--- src/hdl/erm_pkg.sv ---
// Shared types, convention codes and the rounding multiply for the rotation matrix pipeline.
package erm_pkg;

   typedef enum logic [2:0] {
      CONV_XZX = 3'd0,
      CONV_XYX = 3'd1,
      CONV_YXY = 3'd2,
      CONV_YZY = 3'd3,
      CONV_ZYZ = 3'd4,
      CONV_ZXZ = 3'd5,
      CONV_XYZ = 3'd6,
      CONV_ZYX = 3'd7
   } conv_type;

   typedef logic signed [15:0] q15_type;
   typedef logic signed [16:0] prod_type;

   typedef struct packed {
      q15_type  c1;
      q15_type  c2;
      q15_type  c3;
      q15_type  s1;
      q15_type  s2;
      q15_type  s3;
      conv_type conv;
   } angle_type;

   typedef struct packed {
      prod_type c1c2;
      prod_type c1c3;
      prod_type c1s2;
      prod_type c1s3;
      prod_type c2c3;
      prod_type c2s1;
      prod_type c2s3;
      prod_type c3s1;
      prod_type c3s2;
      prod_type s1s2;
      prod_type s1s3;
      prod_type s2s3;
   } pair_type;

   typedef struct packed {
      pair_type pair;
      q15_type  c2;
      q15_type  c3;
      q15_type  s1;
      q15_type  s2;
      q15_type  s3;
      conv_type conv;
   } stage1_type;

   typedef struct packed {
      prod_type c1c2c3;
      prod_type c1c2s3;
      prod_type c2c3s1;
      prod_type c2s1s3;
      prod_type c3s1s2;
      prod_type s1s2s3;
      prod_type c1c3s2;
      prod_type c1s2s3;
   } triple_type;

   typedef struct packed {
      pair_type   pair;
      triple_type triple;
      q15_type    c2;
      q15_type    s2;
      conv_type   conv;
   } stage2_type;

   typedef logic [8:0][15:0] matrix_type;

   // Q1.15 product rounded to nearest with ties toward plus infinity.
   function automatic prod_type erm_mul(input prod_type a, input q15_type b);
      logic signed [33:0] p;
      p = 34'(a) * 34'(b);
      p = p + 34'sd16384;
      return p[31:15];
   endfunction

endpackage

--- src/hdl/erm_sum_stage.sv ---
// Last pipeline stage: per-convention entry selection, sums and saturation.
module erm_sum_stage (
   input  logic                clock,
   input  logic                reset,
   input  logic                in_valid,
   output logic                in_ready,
   input  erm_pkg::stage2_type in_data,
   output logic                out_valid,
   input  logic                out_ready,
   output erm_pkg::matrix_type out_data
);

   typedef logic signed [17:0] wide_type;

   logic                valid_ff;
   erm_pkg::matrix_type data_ff;
   erm_pkg::matrix_type data_in;

   wide_type c2, s2;
   wide_type c1c2, c1c3, c1s2, c1s3, c2c3, c2s1, c2s3, c3s1, c3s2, s1s2, s1s3, s2s3;
   wide_type c1c2c3, c1c2s3, c2c3s1, c2s1s3, c3s1s2, s1s2s3, c1c3s2, c1s2s3;
   wide_type e [9];

   function automatic wide_type ext(input erm_pkg::prod_type v);
      return 18'(v);
   endfunction

   function automatic logic [15:0] sat(input wide_type v);
      logic [15:0] r;
      if (v > 18'sd32767) begin
         r = 16'h7fff;
      end else if (v < -18'sd32768) begin
         r = 16'h8000;
      end else begin
         r = v[15:0];
      end
      return r;
   endfunction

   assign in_ready = !valid_ff || out_ready;

   always_comb begin
      c2     = 18'(in_data.c2);
      s2     = 18'(in_data.s2);
      c1c2   = ext(in_data.pair.c1c2);
      c1c3   = ext(in_data.pair.c1c3);
      c1s2   = ext(in_data.pair.c1s2);
      c1s3   = ext(in_data.pair.c1s3);
      c2c3   = ext(in_data.pair.c2c3);
      c2s1   = ext(in_data.pair.c2s1);
      c2s3   = ext(in_data.pair.c2s3);
      c3s1   = ext(in_data.pair.c3s1);
      c3s2   = ext(in_data.pair.c3s2);
      s1s2   = ext(in_data.pair.s1s2);
      s1s3   = ext(in_data.pair.s1s3);
      s2s3   = ext(in_data.pair.s2s3);
      c1c2c3 = ext(in_data.triple.c1c2c3);
      c1c2s3 = ext(in_data.triple.c1c2s3);
      c2c3s1 = ext(in_data.triple.c2c3s1);
      c2s1s3 = ext(in_data.triple.c2s1s3);
      c3s1s2 = ext(in_data.triple.c3s1s2);
      s1s2s3 = ext(in_data.triple.s1s2s3);
      c1c3s2 = ext(in_data.triple.c1c3s2);
      c1s2s3 = ext(in_data.triple.c1s2s3);

      case (in_data.conv)
         erm_pkg::CONV_XZX: begin
            e[0] = c2;              e[1] = -c3s2;           e[2] = s2s3;
            e[3] = c1s2;            e[4] = c1c2c3 - s1s3;   e[5] = -c3s1 - c1c2s3;
            e[6] = s1s2;            e[7] = c1s3 + c2c3s1;   e[8] = c1c3 - c2s1s3;
         end
         erm_pkg::CONV_XYX: begin
            e[0] = c2;              e[1] = s2s3;            e[2] = c3s2;
            e[3] = s1s2;            e[4] = c1c3 - c2s1s3;   e[5] = -c1s3 - c2c3s1;
            e[6] = -c1s2;           e[7] = c3s1 + c1c2s3;   e[8] = c1c2c3 - s1s3;
         end
         erm_pkg::CONV_YXY: begin
            e[0] = c1c3 - c2s1s3;   e[1] = s1s2;            e[2] = c2c3s1 + c1s3;
            e[3] = s2s3;            e[4] = c2;              e[5] = -c3s2;
            e[6] = -c3s1 - c1c2s3;  e[7] = c1s2;            e[8] = c1c2c3 - s1s3;
         end
         erm_pkg::CONV_YZY: begin
            e[0] = c1c2c3 - s1s3;   e[1] = -c1s2;           e[2] = c3s1 + c1c2s3;
            e[3] = c3s2;            e[4] = c2;              e[5] = s2s3;
            e[6] = -c2c3s1 - c1s3;  e[7] = s1s2;            e[8] = c1c3 - c2s1s3;
         end
         erm_pkg::CONV_ZYZ: begin
            e[0] = c1c2c3 - s1s3;   e[1] = -c3s1 - c1c2s3;  e[2] = c1s2;
            e[3] = c2c3s1 + c1s3;   e[4] = c1c3 - c2s1s3;   e[5] = s1s2;
            e[6] = -c3s2;           e[7] = s2s3;            e[8] = c2;
         end
         erm_pkg::CONV_ZXZ: begin
            e[0] = c1c3 - c2s1s3;   e[1] = -c2c3s1 - c1s3;  e[2] = s1s2;
            e[3] = c3s1 + c1c2s3;   e[4] = c1c2c3 - s1s3;   e[5] = -c1s2;
            e[6] = s2s3;            e[7] = c3s2;            e[8] = c2;
         end
         erm_pkg::CONV_XYZ: begin
            e[0] = c2c3;            e[1] = -c2s3;           e[2] = s2;
            e[3] = c1s3 + c3s1s2;   e[4] = c1c3 - s1s2s3;   e[5] = -c2s1;
            e[6] = s1s3 - c1c3s2;   e[7] = c1s2s3 + c3s1;   e[8] = c1c2;
         end
         default: begin
            e[0] = c1c2;            e[1] = c1s2s3 - c3s1;   e[2] = s1s3 + c1c3s2;
            e[3] = c2s1;            e[4] = c1c3 - s1s2s3;   e[5] = c3s1s2 - c1s3;
            e[6] = -s2;             e[7] = c2s3;            e[8] = c2c3;
         end
      endcase

      for (int k = 0; k < 9; k++) begin
         data_in[k] = sat(e[k]);
      end
   end

   always_ff @(posedge clock) begin
      if (reset) begin
         valid_ff <= 1'b0;
      end else if (in_ready) begin
         valid_ff <= in_valid;
      end
      if (in_ready && in_valid) begin
         data_ff <= data_in;
      end
   end

   assign out_valid = valid_ff;
   assign out_data  = data_ff;

endmodule

--- config.mk ---
export PLATFORM = sky130hd
export DESIGN_NAME = erm_sum_stage
export DESIGN_NICKNAME = d
export VERILOG_FILES = /design/src/hdl/erm_pkg.sv /design/src/hdl/erm_sum_stage.sv
export SDC_FILE = /design/constraint.sdc
export NUM_CORES = 1
export LEC_CHECK = 0
export ABC_AREA = 1
export BUFFER_PORTS_ARGS = -buffer_cell sky130_fd_sc_hd__buf_2
export CAP_MARGIN = 20
export CELL_PAD_IN_SITES_DETAIL_PLACEMENT = 1
export CELL_PAD_IN_SITES_GLOBAL_PLACEMENT = 1
export CORE_ASPECT_RATIO = 1.75
export CORE_MARGIN = 2
export CORE_UTILIZATION = 33
export CTS_BUF_LIST = sky130_fd_sc_hd__clkbuf_4 sky130_fd_sc_hd__clkbuf_8
export CTS_CLUSTER_DIAMETER = 30
export DETAILED_ROUTE_END_ITERATION = 6
export GPL_ROUTABILITY_DRIVEN = 0
export PLACE_DENSITY = 0.71
export REMOVE_ABC_BUFFERS = 1
export SYNTH_ARGS = -nofsm -noshare
export SYNTH_HDL_FRONTEND = slang
export SYNTH_SLANG_ARGS = --single-unit
--- constraint.sdc ---
create_clock -name clock -period 13.2 [get_ports clock]
set_input_delay 2.64 -clock clock [delete_from_list [all_inputs] [get_ports clock]]
set_output_delay 2.64 -clock clock [all_outputs]
set_load 0.01 [all_outputs]
After elaboration in Yosys (flattened, before gate mapping)

Index checks and enable logic that the tools add are counted.

Bits in registers: 145
Bits in latches: 0
Bits in writable memories: 0
ROM bits: 0
Bits of input ports: 379
Output and inout port bits: 146
Word-level logic and storage cells: 70
Memories kept: 0

$add $sub $neg: 22
Multipliers: 0
Div/mod/pow operators: 0
Order comparisons: 18
Eq/ne operators: 6
Shift operators: 0
Mux-type cells: 10
Bitwise logic cells: 0
Reduce and logical (&&, ||, !) cells: 4

Operator list:

| cell                                                            | count |
|---|---|
| one-hot mux 162 bit (7 select lines)                            | 1 |
| greater-than comparator 18 x 16 -> 1 bit, second input constant | 9 |
| < comparator 18 x 16 -> 1 bit, second input constant            | 9 |
| two-way mux 16 bit                                              | 9 |
| negator 17 -> 18 bit                                            | 7 |
| subtractor 17 x 17 -> 18 bit                                    | 6 |
| adder 17 x 17 -> 18 bit                                         | 5 |
| subtractor 18 x 17 -> 18 bit                                    | 3 |
| negator 16 -> 18 bit                                            | 1 |
| == test 3 bit, second input constant                            | 3 |
| == test 3 x 2 -> 1 bit, second input constant                   | 2 |
| == test 3 x 1 -> 1 bit, second input constant                   | 1 |
| zero test 3 bit                                                 | 1 |
| logical AND 1 bit                                               | 1 |
| zero test 1 bit                                                 | 1 |
| logical OR 1 bit                                                | 1 |

Longest topological paths before layout

Depth in word-level cells: 5
Mapped depth: 22
Mapped depth without buffers: 21

Least setup slack after synthesis

Ideal clock, no wire load.

Path kind: input to register
From: input port in_valid
To: register data_ff (netlist bit out_data[0]) (enable)
Setup time: 0.695 ns
Arrival: 9.609 ns
Path slack: 2.896 ns
Stages on the path: 2
Buffers on the path: 0
Cell sequence: inv_1 -> a21oi_1

Longest elaborated chain between the ends: 1

RTL lines:

| what                 | line                 | source |
|---|---|---|
| start, declared      | erm_sum_stage.sv:5   | `input logic in_valid,` |
| logical AND 1 bit    | erm_sum_stage.sv:120 | `if (in_ready && in_valid) begin` |
| end signal, assigned | erm_sum_stage.sv:121 | `data_ff <= data_in;` |
| end, declared        | erm_sum_stage.sv:16  | `erm_pkg::matrix_type data_ff;` |

No other way between the ends.
A chain may end at the register's enable or synchronous reset.

Worst setup path in the final report

From: input port in_data[2] in the netlist's numbering
To: register data_ff (netlist bit out_data[5]), data pin

Longest elaborated chain between the ends: 4
Elaborated cells on any way between the ends: 11
Those cells by class: order compare: 2; eq/ne: 6; mux: 2; reduce/logical: 1

RTL lines:

| what                                   | line                | source |
|---|---|---|
| start, declared                        | erm_sum_stage.sv:7  | `input erm_pkg::stage2_type in_data,` |
| == test 3 bit (tied with other cells)  | erm_sum_stage.sv:66 | `case (in_data.conv)` |
| one-hot mux 162 bit (7 select lines) * | erm_sum_stage.sv:66 |  |
| < comparator 18 x 16 -> 1 bit          | erm_sum_stage.sv:32 | `end else if (v < -18'sd32768) begin` |
| two-way mux 16 bit                     | erm_sum_stage.sv:32 |  |

Mark *: on every way between the ends. The rest lies on a longest branch, timed or not.

==> metrics.md <==
| Metric | Value |
|---|---|
| Status | `finished clean` |
| Fillers | `roughly 11k` |
| Fmax | `between 150 and 200 MHz` |
| First-pass GRT wire length | `~240000 um` |
| Detail Placement HPWL | `approximately 140000 um` |
| Layout cells sized above 1 | `0.152` |
| Die Area | `about 0.085 mm^2` |
| GRT Overall Usage | `0.388` |
| Min-Delay Path Class | `flip-flop to flip-flop` |
| Final core occ | `0.378` |
| Synth-to-layout area growth | `13.9%` |
| CTS clk-pin slew, worst paths | `0.12 ns` |
| Seq pwr share | `0.240` |
| Fin. max-slew vios | `0` |
| Area after DPL | `just over 0.03 mm^2` |
| Pwr per Cell Area | `between 80 and 90 mW/mm^2` |
| Initial antenna violation count | `27` |
| Post-Route WL | `~170000 um` |
| Unrepaired setup endpoints after global routing | `false` |
| Worst r2r src | `out_valid` |
| DR top layer | `met5` |
| Setup Skew | `0.0151 ns` |
| IO buf count | `524` |
| Vias | `around 36k` |
| Vias per inst | `around 6` |
| Lkg Pwr | `roughly 16 nW` |
| Reg2reg end | `out_data[25]` |
| Post-route clock period utilization | `0.447` |
| CTS buffer count | `17` |
| Worst reg-to-reg setup slack | `around 11 ns` |
| Final ANT Viol Nets | `0` |
| Hold Vio Cnt, Final | `0` |
| Num rows | `between 100 and 150` |
| Metal2 WL | `77100 um` |
| # setup viols final | `0` |
| Initial cell density of the core | `0.332` |
| R2R cell count | `2` |
| Cells after Synth | `4456` |
| Fin area | `slightly above 0.03 mm^2` |
| Worst Setup SP | `in_data[2]` |
| Clock tree buffer depth | `2` |
| Worst-skew pair later-pin latency | `between 0.6 and 0.7 ns` |
| Remaining Overflow, GRT | `0` |
| Comb pwr share | `0.606` |
| # IOs | `roughly 530` |
| Drt wl/cell | `between 20 and 30 um` |
| Sequential-to-total area share from yosys stat | `0.160` |
| CP Launch Type | `primary input` |
| CP Capture Point | `out_data[5]` |
| Worst setup EP type | `flip-flop` |
| Int Power | `roughly 1.2 mW` |
| DRT met1 WL | `around 58000 um` |
| Worst slew margin | `0.171` |
| Clock Power Share | `0.153` |
| Core Area | `between 0.08 and 0.09 mm^2` |
| CTS tree | `yes` |
| CTS HTree Levels | `4` |
| Switching Share | `0.549` |
| Worst-margin pin slew | `1.24 ns` |
| Synthesized area | `0.0272 mm^2` |
| Ys flop type | `edfxtp_1` |
| Pre-CTS setup slack | `slightly below 7 ns` |
| Setup TNS | `0 ns` |
| Post-CTS Setup Repair Bufs | `0` |
| Final WS setup | `7.31 ns` |
| Max FO, Critical Path | `44` |
| Post-CTS resize count | `0` |
| Root Buffer | `clkbuf_8` |
| Most frequent cell after synthesis | `nand2_1` |
| Post-layout min period | `5.89 ns` |
| Final hold slack | `0.540 ns` |
| Vias in the first global route | `between 30k and 40k` |
| Synth top area share | `0.162` |
| Critical Path AT | `between 6 and 7 ns` |
| Synth Warn # | `0` |
| Width of the die | `221 um` |
| Largest net degree at the start of global routing | `136` |
| Psw | `between 1.5 and 2 mW` |
| Drt first-iter violations | `between 3k and 4k` |
| Setup Crit Path Kind | `primary input to flip-flop` |
| Top cells by count, synth | `nand2_1, inv_1, nand3_1` |
| Synth Area per Inst | `around 6.1 um^2` |
| Number of synthesized flops with an enable pin | `144` |
| CTS Hold Bufs | `0` |
| Drt drc | `0` |
| DIE HEIGHT | `384 um` |
| Synth async-reset ratio | `0` |
| Pre-Repair DR Iteration Count | `6` |
| Synth area leader | `nand2_1` |
| Synth cell types | `between 60 and 70` |
| Number of nets in the layout | `5504` |
| VDD IR max | `between 0.07 and 0.08 mV` |
| CTS sink cnt | `145` |
| Met3 wire len | `approximately 16000 um` |
| WP data required | `13.58 ns` |
| Synth area leaders | `nand2_1, edfxtp_1, ha_1` |
| Max_cap viols | `0` |
| Number of synthesized register bits | `approximately 150` |
==> how the worst min path moves through the flow <==
stage / depth (start not counted) / slack, ns / end / start
2_1_floorplan: 2 / 0.58 / out_valid / out_valid
3_3_place_gp: 2 / 0.52 / out_valid / out_valid
3_5_place_dp: 2 / 0.52 / out_valid / out_valid
4_1_cts: 2 / 0.54 / out_valid / out_valid
5_1_grt: 2 / 0.58 / out_valid / out_valid
6_report: 2 / 0.54 / out_valid / out_valid
==> state kept, by name, summed over array words and instances, names as in the netlist <==
signal     flops
out_data     144
out_valid      1
==> layout by cell type (no fill, tap or decap), types with 10 or more instances in the layout <==
cell and count:
a41oi_1 13, o211ai_1 10, nand4_1 91, nand2_1 1173, o221ai_1 14, a21boi_0 12
inv_1 573, o21bai_1 17, xor2_1 78, a21oi_1 354, edfxtp_1 144, buf_2 524
nor3_1 50, o2111ai_1 23, o21ai_0 226, fa_1 13, nand3b_1 20, a211oi_1 24
a22oi_1 30, o21ai_1 13, a21o_1 23, nand3_1 392, nor2_1 356, ha_1 256
buf_4 24, nand2_2 44, diode_2 18, a221oi_1 61, inv_2 25, nor4_1 18
xnor2_1 20, or2_2 29, clkbuf_8 18, o22ai_1 78, a31oi_1 16
==> kinds of logic (layout without fill, tap and decap cells) <==
group / after synthesis / count (layout) / synth area share
flip-flops: 145 / 145 / 0.160
adder cells (fa/ha/maj): 269 / 269 / 0.127
AO/OA/AOI/OAI: 959 / 959 / 0.213
XOR/XNOR: 98 / 98 / 0.0315
other: 0 / 18 / 0
AND/OR/NAND/NOR: 2214 / 2214 / 0.354
buffers and inverters: 771 / 1184 / 0.115
==> worst max-delay path, stage by stage <==
cell and delay (ns):
buf_2 0.47, inv_2 0.33, nand2_2 0.16, buf_4 0.48, nand2_1 0.68, inv_2 0.16
nor2_1 0.07, a211oi_1 0.17, nand3_1 0.10, nand2_1 0.06, inv_1 0.07, o21bai_2 0.65
nand2_1 0.15
==> metrics by stage <==
step	power, mW	std cells
6_report	2.74	5944
5_1_grt	2.85	5931
4_1_cts	2.66	5924
3_5_place_dp	2.24	5892
3_3_place_gp	2.21	5892
2_1_floorplan	1.54	4285
==> area by class of cell <==
type,instances,area [um^2],area share
clock inverter,14,146,0.00472
inverter,600,2250,0.0727
antenna,18,45.0,0.00145
timing repair buffer,552,2860,0.0924
sequential,145,4340,0.140
clock buffer,18,241,0.00779
tap,1057,1320,0.0427
multi-input combinational,3540,19800,0.638
==> power by group through the flow <==
stage	combinational [mW]	sequential [mW]	clock, mW
floorplan	0.848	0.689	0
global placement	1.54	0.671	0
detailed placement	1.57	0.668	0
CTS	1.57	0.660	0.425
global route	1.76	0.663	0.429
finish	1.66	0.659	0.421
==> routing by layer <==
layer,GRT usage,vias to the layer above
met5,0,-
met4,0.385,16
met3,0.106,713
met2,0.631,2116
met1,0.397,17000
li1,-,15900
Note: power is estimated with default switching activity, not from simulation.
